## src/rtl/loop_branch_predictor_assert.svh

```systemverilog
// Assertion macros for the loop branch predictor
`ifndef LOOP_BRANCH_PREDICTOR_ASSERT_SVH
`define LOOP_BRANCH_PREDICTOR_ASSERT_SVH

// Same-cycle implication, checked on i_clk outside reset
`define LBP_ASSERT_SAME(label, ante, cons) \
    label: assert property (@(posedge i_clk) disable iff (!i_rst_n) (ante) |-> (cons)) \
        else $error("loop_branch_predictor: assertion failed");

// Next-cycle implication, checked on i_clk outside reset
`define LBP_ASSERT_NEXT(label, ante, cons) \
    label: assert property (@(posedge i_clk) disable iff (!i_rst_n) (ante) |=> (cons)) \
        else $error("loop_branch_predictor: assertion failed");

`endif

```

## src/rtl/lbp_pkg.sv

```systemverilog
// Package: sizes, types and codes of the loop branch predictor
package lbp_pkg;

    localparam int INDEX_BITS  = 4;
    localparam int TAG_BITS    = 10;
    localparam int BI_W        = 32;
    localparam int COUNT_W     = 10;
    localparam int COUNT_MAX   = 1023;
    localparam int CONF_MAX    = 7;
    localparam int AGE_MAX     = 7;
    localparam int CONF_W      = $clog2(CONF_MAX + 1);
    localparam int AGE_W       = $clog2(AGE_MAX + 1);
    localparam int NUM_ENTRIES = 1 << INDEX_BITS;

    typedef logic [INDEX_BITS-1:0] t_idx;
    typedef logic [TAG_BITS-1:0]   t_tag;
    typedef logic [COUNT_W-1:0]    t_count;
    typedef logic [CONF_W-1:0]     t_conf;
    typedef logic [AGE_W-1:0]      t_age;
    typedef logic [BI_W-1:0]       t_bi;

    typedef enum logic {
        ACT_PREDICT = 1'b0,
        ACT_UPDATE  = 1'b1
    } t_action;

    typedef struct packed {
        t_tag   tag;
        t_count cur;
        t_count prev;
        t_conf  conf;
        t_age   age;
    } t_entry;

endpackage

```

## src/rtl/lbp_ifs.sv

```systemverilog
// Channel interfaces of the loop branch predictor: input items and results
interface lbp_in_if;
    logic                      valid;
    logic                      ready;
    logic                      action;
    logic [lbp_pkg::BI_W-1:0]  branch_index;
    logic                      mispredict;
    logic [lbp_pkg::COUNT_W-1:0] prior_count;

    modport source (output valid, action, branch_index, mispredict, prior_count,
                    input ready);
    modport sink   (input valid, action, branch_index, mispredict, prior_count,
                    output ready);
endinterface

interface lbp_out_if;
    logic                        valid;
    logic                        ready;
    logic                        invert;
    logic [lbp_pkg::COUNT_W-1:0] observed_count;

    modport source (output valid, invert, observed_count, input ready);
    modport sink   (input valid, invert, observed_count, output ready);
endinterface

```

## src/rtl/loop_branch_predictor.sv

```systemverilog
// Loop branch predictor top level: input register, table read-modify-write, result register
// Takes one item (predict or update) per cycle while results are taken, and returns one
// result per item through the input register and then the result register. The rate is
// set by the single compute stage, which reads the 16-entry flip-flop table at the
// item's index and writes the new entry back at the same clock edge, so back-to-back items
// to the same entry see each other's updates. Reset clears the table. A stalled result
// blocks the input only while both registers are full.
`include "loop_branch_predictor_assert.svh"

module loop_branch_predictor (
    input  logic       i_clk,
    input  logic       i_rst_n,
    lbp_in_if.sink     i_in,
    lbp_out_if.source  o_out
);
    import lbp_pkg::*;

    logic   r_valid;
    logic   r_action;
    t_bi    r_bi;
    logic   r_misp;
    t_count r_prior;

    t_entry r_tab [NUM_ENTRIES];

    logic   r_out_valid;
    logic   r_out_inv;
    t_count r_out_cnt;

    t_idx   w_idx;
    t_tag   w_tag;
    t_entry w_ent;
    logic   w_hit;
    logic   w_cmatch;
    logic   w_end;
    logic   w_adv;
    t_entry n_ent;
    logic   n_inv;
    t_count n_cnt;

    assign w_idx    = r_bi[INDEX_BITS-1:0];
    assign w_tag    = r_bi[INDEX_BITS +: TAG_BITS];
    assign w_ent    = r_tab[w_idx];
    assign w_hit    = (w_ent.tag == w_tag);
    assign w_cmatch = (r_prior == w_ent.prev);
    assign w_end    = (t_action'(r_action) == ACT_PREDICT) && w_hit
                      && (w_ent.cur == w_ent.prev) && (w_ent.conf == CONF_W'(CONF_MAX));
    assign w_adv    = r_valid && (!r_out_valid || o_out.ready);

    assign i_in.ready           = !r_valid || w_adv;
    assign o_out.valid          = r_out_valid;
    assign o_out.invert         = r_out_inv;
    assign o_out.observed_count = r_out_cnt;

    always_comb begin
        n_ent = w_ent;
        n_inv = 1'b0;
        n_cnt = '0;
        if (t_action'(r_action) == ACT_PREDICT) begin
            n_cnt = w_ent.cur;
            n_inv = w_end;
            if (w_end) begin
                n_ent.cur = '0;
                n_ent.age = AGE_W'(AGE_MAX);
            end else if (w_hit) begin
                n_ent.cur = (w_ent.cur >= COUNT_W'(COUNT_MAX)) ? COUNT_W'(COUNT_MAX)
                                                               : w_ent.cur + 1'b1;
                n_ent.age = (w_ent.age >= AGE_W'(AGE_MAX)) ? AGE_W'(AGE_MAX)
                                                           : w_ent.age + 1'b1;
            end
        end else if (r_misp) begin
            if (w_ent.conf == CONF_W'(CONF_MAX)) begin
                if (w_hit) begin
                    n_ent.cur  = '0;
                    n_ent.conf = '0;
                end
            end else if (w_ent.conf != '0) begin
                if (w_hit && w_cmatch) begin
                    n_ent.conf = w_ent.conf + 1'b1;
                    n_ent.cur  = '0;
                end else if (w_hit) begin
                    n_ent.conf = '0;
                    n_ent.cur  = '0;
                    n_ent.prev = r_prior;
                end else if (w_ent.age == '0) begin
                    n_ent.tag  = w_tag;
                    n_ent.conf = CONF_W'(1);
                    n_ent.cur  = '0;
                    n_ent.prev = r_prior;
                end else begin
                    n_ent.age = w_ent.age - 1'b1;
                end
            end else begin
                n_ent.age = AGE_W'(AGE_MAX);
                n_ent.cur = '0;
                if (w_hit && w_cmatch) begin
                    n_ent.conf = CONF_W'(1);
                end else if (w_hit) begin
                    n_ent.prev = r_prior;
                end else begin
                    n_ent.tag  = w_tag;
                    n_ent.conf = CONF_W'(1);
                    n_ent.prev = r_prior;
                end
            end
        end
    end

    always_ff @(posedge i_clk) begin
        if (!i_rst_n) begin
            r_valid     <= 1'b0;
            r_out_valid <= 1'b0;
            for (int i = 0; i < NUM_ENTRIES; i++) begin
                r_tab[i] <= '0;
            end
        end else begin
            if (i_in.ready) begin
                r_valid <= i_in.valid;
            end
            if (w_adv) begin
                r_tab[w_idx] <= n_ent;
                r_out_valid  <= 1'b1;
            end else if (o_out.ready) begin
                r_out_valid <= 1'b0;
            end
        end
    end

    always_ff @(posedge i_clk) begin
        if (i_in.valid && i_in.ready) begin
            r_action <= i_in.action;
            r_bi     <= i_in.branch_index;
            r_misp   <= i_in.mispredict;
            r_prior  <= i_in.prior_count;
        end
        if (w_adv) begin
            r_out_inv <= n_inv;
            r_out_cnt <= n_cnt;
        end
    end

    `LBP_ASSERT_SAME(a_ready_when_out_free, !r_out_valid, i_in.ready)
    `LBP_ASSERT_NEXT(a_end_restarts_count, w_adv && w_end, r_tab[$past(w_idx)].cur == '0)
    `LBP_ASSERT_NEXT(a_update_no_misp_keeps_entry,
        w_adv && (t_action'(r_action) == ACT_UPDATE) && !r_misp,
        r_tab[$past(w_idx)] == $past(w_ent))
    `LBP_ASSERT_NEXT(a_update_result_zero,
        w_adv && (t_action'(r_action) == ACT_UPDATE),
        !r_out_inv && (r_out_cnt == '0))

endmodule

```

## src/flat_wrapper.sv

```systemverilog
// flat-port wrapper written by rule: the top's interface ports become plain ports
module loop_branch_predictor_flat import lbp_pkg::*;
  (i_clk, i_rst_n, i_in_valid, i_in_action, i_in_branch_index, i_in_mispredict, i_in_prior_count, i_in_ready, o_out_valid, o_out_invert, o_out_observed_count, o_out_ready);
  lbp_in_if i_in_i ();
  lbp_out_if o_out_i ();
  input  logic i_clk;
  input  logic i_rst_n;
  input wire logic [$bits(i_in_i.valid)-1:0] i_in_valid;
  input wire logic [$bits(i_in_i.action)-1:0] i_in_action;
  input wire logic [$bits(i_in_i.branch_index)-1:0] i_in_branch_index;
  input wire logic [$bits(i_in_i.mispredict)-1:0] i_in_mispredict;
  input wire logic [$bits(i_in_i.prior_count)-1:0] i_in_prior_count;
  output wire logic [$bits(i_in_i.ready)-1:0] i_in_ready;
  output wire logic [$bits(o_out_i.valid)-1:0] o_out_valid;
  output wire logic [$bits(o_out_i.invert)-1:0] o_out_invert;
  output wire logic [$bits(o_out_i.observed_count)-1:0] o_out_observed_count;
  input wire logic [$bits(o_out_i.ready)-1:0] o_out_ready;
  assign i_in_i.valid = i_in_valid;
  assign i_in_i.action = i_in_action;
  assign i_in_i.branch_index = i_in_branch_index;
  assign i_in_i.mispredict = i_in_mispredict;
  assign i_in_i.prior_count = i_in_prior_count;
  assign i_in_ready = i_in_i.ready;
  assign o_out_valid = o_out_i.valid;
  assign o_out_invert = o_out_i.invert;
  assign o_out_observed_count = o_out_i.observed_count;
  assign o_out_i.ready = o_out_ready;
  loop_branch_predictor u_core (.i_clk(i_clk), .i_rst_n(i_rst_n), .i_in(i_in_i), .o_out(o_out_i));
endmodule
```

## config.mk

```make
export PLATFORM = sky130hd
export DESIGN_NAME = loop_branch_predictor_flat
export DESIGN_NICKNAME = d
export VERILOG_FILES = /design/src/rtl/lbp_pkg.sv /design/src/rtl/lbp_ifs.sv /design/src/rtl/loop_branch_predictor.sv /design/src/flat_wrapper.sv
export VERILOG_INCLUDE_DIRS = /design/src /design/src/rtl
export SDC_FILE = /design/constraint.sdc
export NUM_CORES = 1
export LEC_CHECK = 0
export BUFFER_PORTS_ARGS = -buffer_cell sky130_fd_sc_hd__clkbuf_2
export CAP_MARGIN = 0
export CORE_ASPECT_RATIO = 2
export CORE_MARGIN = 8
export CORE_UTILIZATION = 59
export CTS_BUF_LIST = sky130_fd_sc_hd__clkbuf_8
export CTS_CLUSTER_SIZE = 16
export DETAILED_ROUTE_END_ITERATION = 12
export GPL_TIMING_DRIVEN = 0
export PLACE_DENSITY_LB_ADDON = 0.12
export SLEW_MARGIN = 10
export SYNTH_ARGS = -nofsm -noshare
export SYNTH_HDL_FRONTEND = slang
export SYNTH_SLANG_ARGS = --single-unit
```

## constraint.sdc

```tcl
create_clock -name i_clk -period 4.9 [get_ports i_clk]
set_input_delay 0.98 -clock i_clk [delete_from_list [all_inputs] [get_ports i_clk]]
set_output_delay 0.98 -clock i_clk [all_outputs]
set_load 0.05 [all_outputs]
```

==> impl_metrics.py <==
metrics = {
    "sta": {
        "slew_viol_final": 0,
        "rsz0062_at_grt": "no",
        "worstMarginPinSlew_ns": 1.178,
        "hold_viol": 0,
        "min_period_over_period_pct": 98.91,
        "fin_crit_ns": 4.847,
        "relSlewSlack_pct": 21.44,
        "finalSetupViolCount": 0,
        "finClkSkew_ns": 0.03869,
        "fmax_mhz": 206.3,
    },
    "clock_network": {
        "cts_tree": "yes",
        "clkSlewWorstSetupHoldPaths_ns": 0.07,
        "cts_num_sinks": 619,
        "clkLatencyLatePin_ns": 0.69,
        "h-tree-depth": 3,
        "clock_path_buffers": 3,
        "root_buffer": "clkbuf_8",
        "cts_buffers": 84,
    },
    "routing": {
        "drt_iter0_drc": 2660,
        "via_per_inst": 6.684,
        "post_drt_wl_per_cell_um": 32.44,
        "dr_total_vias": 18560,
        "routed_wl_mm": 90.09,
        "drtAntennaViolNets": 0,
        "post-route-drc-count": 0,
        "firstDrtPassIters": 6,
    },
    "power_and_ir_drop": {
        "power_frac_seq_pct": 51.3,
        "vdd_drop_max_mv": 0.2908,
        "clkPwrFrac_pct": 32.3,
        "p_int_w": 0.008527,
        "p_leak_nw": 11.08,
        "p_comb_share_pct": 16.4,
        "swShare_pct": 28.13,
        "total_power_w": 0.01186,
        "power_density_mw_per_mm2": 375.9,
        "switching_power_w": 0.003337,
    },
    "floorplanning": {
        "die_w_um": 169.9,
        "rows": 113,
        "die_h_um": 323.7,
        "initial_core_util_pct": 59.33,
        "core-area_mm2": 0.04708,
        "die-area_mm2": 0.05499,
        "io_pins": 61,
    },
    "global_routing": {
        "grt_usage_pct": 33.25,
        "busiest_layer": "met2",
        "grt_first_pass_wirelength_mm": 127.1,
        "grt_max_degree": 37,
        "antenna_found_initial": 2,
        "grt_overflow": 0,
        "met3_usage_pct": 6.494,
        "grt_use_met2_pct": 53.86,
        "grt_pass1_vias": 18390,
        "grtUsageMet1_pct": 40.40,
    },
    "setup_path": {
        "r2r_slack_ns": 0.05,
        "cp.arrival_ns": 5.25,
        "reg2reg_depth": 14,
        "endpoint": "u_core.r_tab[7][11]",
        "crit_type": "flip-flop to flip-flop",
        "path_cells": "buf_4 > buf_4 > inv_1 > buf_2 > mux2i_1 > mux2i_1 > xnor2_1 > o221ai_4 > or3_4 > o211ai_2 > buf_8 > mux2i_4 > buf_2 > nor2_1",
        "startpoint_type": "flip-flop",
        "cp-end-kind": "flip-flop",
        "cp_max_fo": 10,
        "crit_slowest_cell": "or3_4",
        "max_stage_delay_ns": 0.51,
        "critPathRequiredTime_ns": 5.30,
        "r2r-end": "u_core.r_tab[7][11]",
    },
    "finish": {
        "final_common_cell": "edfxtp_1",
        "nNetsFinal": 2132,
        "syn_to_final_growth_pct": 12.96,
        "fin_util_pct": 67.03,
        "drive_gt1_share_pct": 24.07,
        "final_cell_mix": "edfxtp_1 (613), nor2_1 (514), mux4_2 (142), clkbuf_8 (91), buf_4 (66)",
        "nFillCells": 3356,
    },
    "yosys": {
        "synth_top_area_share_pct": 65.89,
        "synthDistinctLibCells": 77,
        "synth_edf_count": 613,
        "syn_inst": 1903,
        "ys.flop_type": "edfxtp_1",
        "syn_area_mm2": 0.02794,
        "avgSynthCellArea_um2": 14.68,
        "yosys_warnings": 0,
        "ys_ff_latch": 619,
        "yosysSeqAreaShare_pct": 66.32,
        "synthTopCellsByArea": "edfxtp_1 (66%), mux4_2 (11%), nor2_1 (6.9%)",
        "synth_nets": 1960,
        "yosysTopAreaCell": "edfxtp_1",
        "async_flop_share_pct": 0,
    },
    "placed_design": {
        "port_buffers": 42,
        "dp_hpwl_mm": 53.82,
        "routabilityCongestion": 0.9148,
    },
    "hold_path": {
        "hold_path.class": "primary input to flip-flop",
    },
    "run_status": {
        "status": "complete, no violations",
    },
    "flow_run": {
        "drv_cap": 0,
    },
}
## critical path: cells and delay by family (launching register included)
kind            cells  cell delay (ns)
xor+xnor            1             0.38
flops               1             0.44
mux                 3             0.85
simple gates        2             0.58
compound gates      2             0.54
buf+inv             6             1.71
## power by group through the flow
stage               registers [W]  clock network, W  logic, W
floorplan                 0.00619                 0   0.00113
global placement          0.00620                 0   0.00168
detailed placement        0.00619                 0   0.00171
CTS                       0.00609           0.00379   0.00186
global route              0.00610           0.00398   0.00202
finish                    0.00609           0.00383   0.00195
## metal layers
| layer | part of all wire, % | wire length (um) | up-vias |
|---|---|---|---|
| li1 | - | - | 7509 |
| met1 | 33 | 30100 | 9172 |
| met2 | 48 | 43540 | 1517 |
| met3 | 11 | 10090 | 361 |
| met4 | 7.0 | 6347 | 2 |
| met5 | 0.014 | 13 | - |
## synth_stat cells (4+ instances only)
library cell and count:
nor4_1 10, dfxtp_1 6, mux2i_1 65, mux2_2 6
o21ai_0 8, nand2_1 66, buf_6 11, buf_4 18
nor2b_1 16, clkbuf_1 68, nor3_1 8, mux4_2 142
and3_1 4, buf_2 48, xor2_1 4, nand3_1 20
xnor2_1 22, nand4_1 10, nor2_1 516, and2_1 5
ha_1 9, a21oi_1 57, edfxtp_1 613, buf_1 5
inv_1 18, nor3b_1 32, a22oi_1 34, a211oi_1 4
## repair_timing
item,4_1_cts,5_1_grt
gates cloned,0,0
setup buffers,21,21
setup endpoints to repair,577,397
hold buffers,0,0
gates resized for setup,96,25
pin swaps,8,2
## registers in the layout, indices dropped and copies added (netlist names), named ones only
name,count
u_core.r_valid,1
u_core.o_out.observed_count,10
u_core.r_action,1
u_core.r_misp,1
u_core.r_tab,576
u_core.r_bi,14
u_core.r_prior,10
u_core.o_out.valid,1
u_core.o_out.invert,1
## cell type report
type | instances | area, um^2 | area share, %
buffer | 147 | 898.4 | 2.847
antenna | 1 | 2.502 | 0.007930
tap | 632 | 790.8 | 2.506
clock inverter | 65 | 335.3 | 1.063
timing repair buffer | 89 | 653.1 | 2.070
inverter | 19 | 71.32 | 0.2260
multi-input combinational | 1115 | 9037 | 28.64
clock buffer | 90 | 1239 | 3.925
sequential | 619 | 18530 | 58.72
## stage by stage
step	setup TNS (ns)	worst slack (ns)	instance area (um^2)	hold WS [ns]	std cells
final	0	0.05332	31560	0.4591	2777
after global routing	0	0.001203	31560	0.4587	2777
after CTS	0	0.0009113	31330	0.4502	2757
after detailed placement	-628.80	-1.772	29160	0.5070	2582
after global placement	-1645.74	-2.276	28940	0.5127	2577
after floorplan	0	0.2644	27940	0.4768	1903
## cells by family after synthesis
kind of cell	share of synthesized area [%]
muxes	14.02
adders and majority gates	0.4031
AOI/OAI and AO/OA	4.416
buffers and inverters	3.023
xor gates and xnor gates	0.8151
and+or+nand+nor	11.00
DFF	66.32
## how the worst min path moves through the flow
stage	endpoint	depth (start not counted)	start
after global routing	u_core.r_prior[9]	1	i_in_prior_count[9]
final	u_core.r_prior[9]	1	i_in_prior_count[9]
after CTS	u_core.r_prior[9]	1	i_in_prior_count[9]
after floorplan	u_core.o_out.valid	1	u_core.r_valid
after global placement	u_core.o_out.valid	1	u_core.r_valid
after detailed placement	u_core.o_out.valid	1	u_core.r_valid
(Power assumes the default switching activity.)
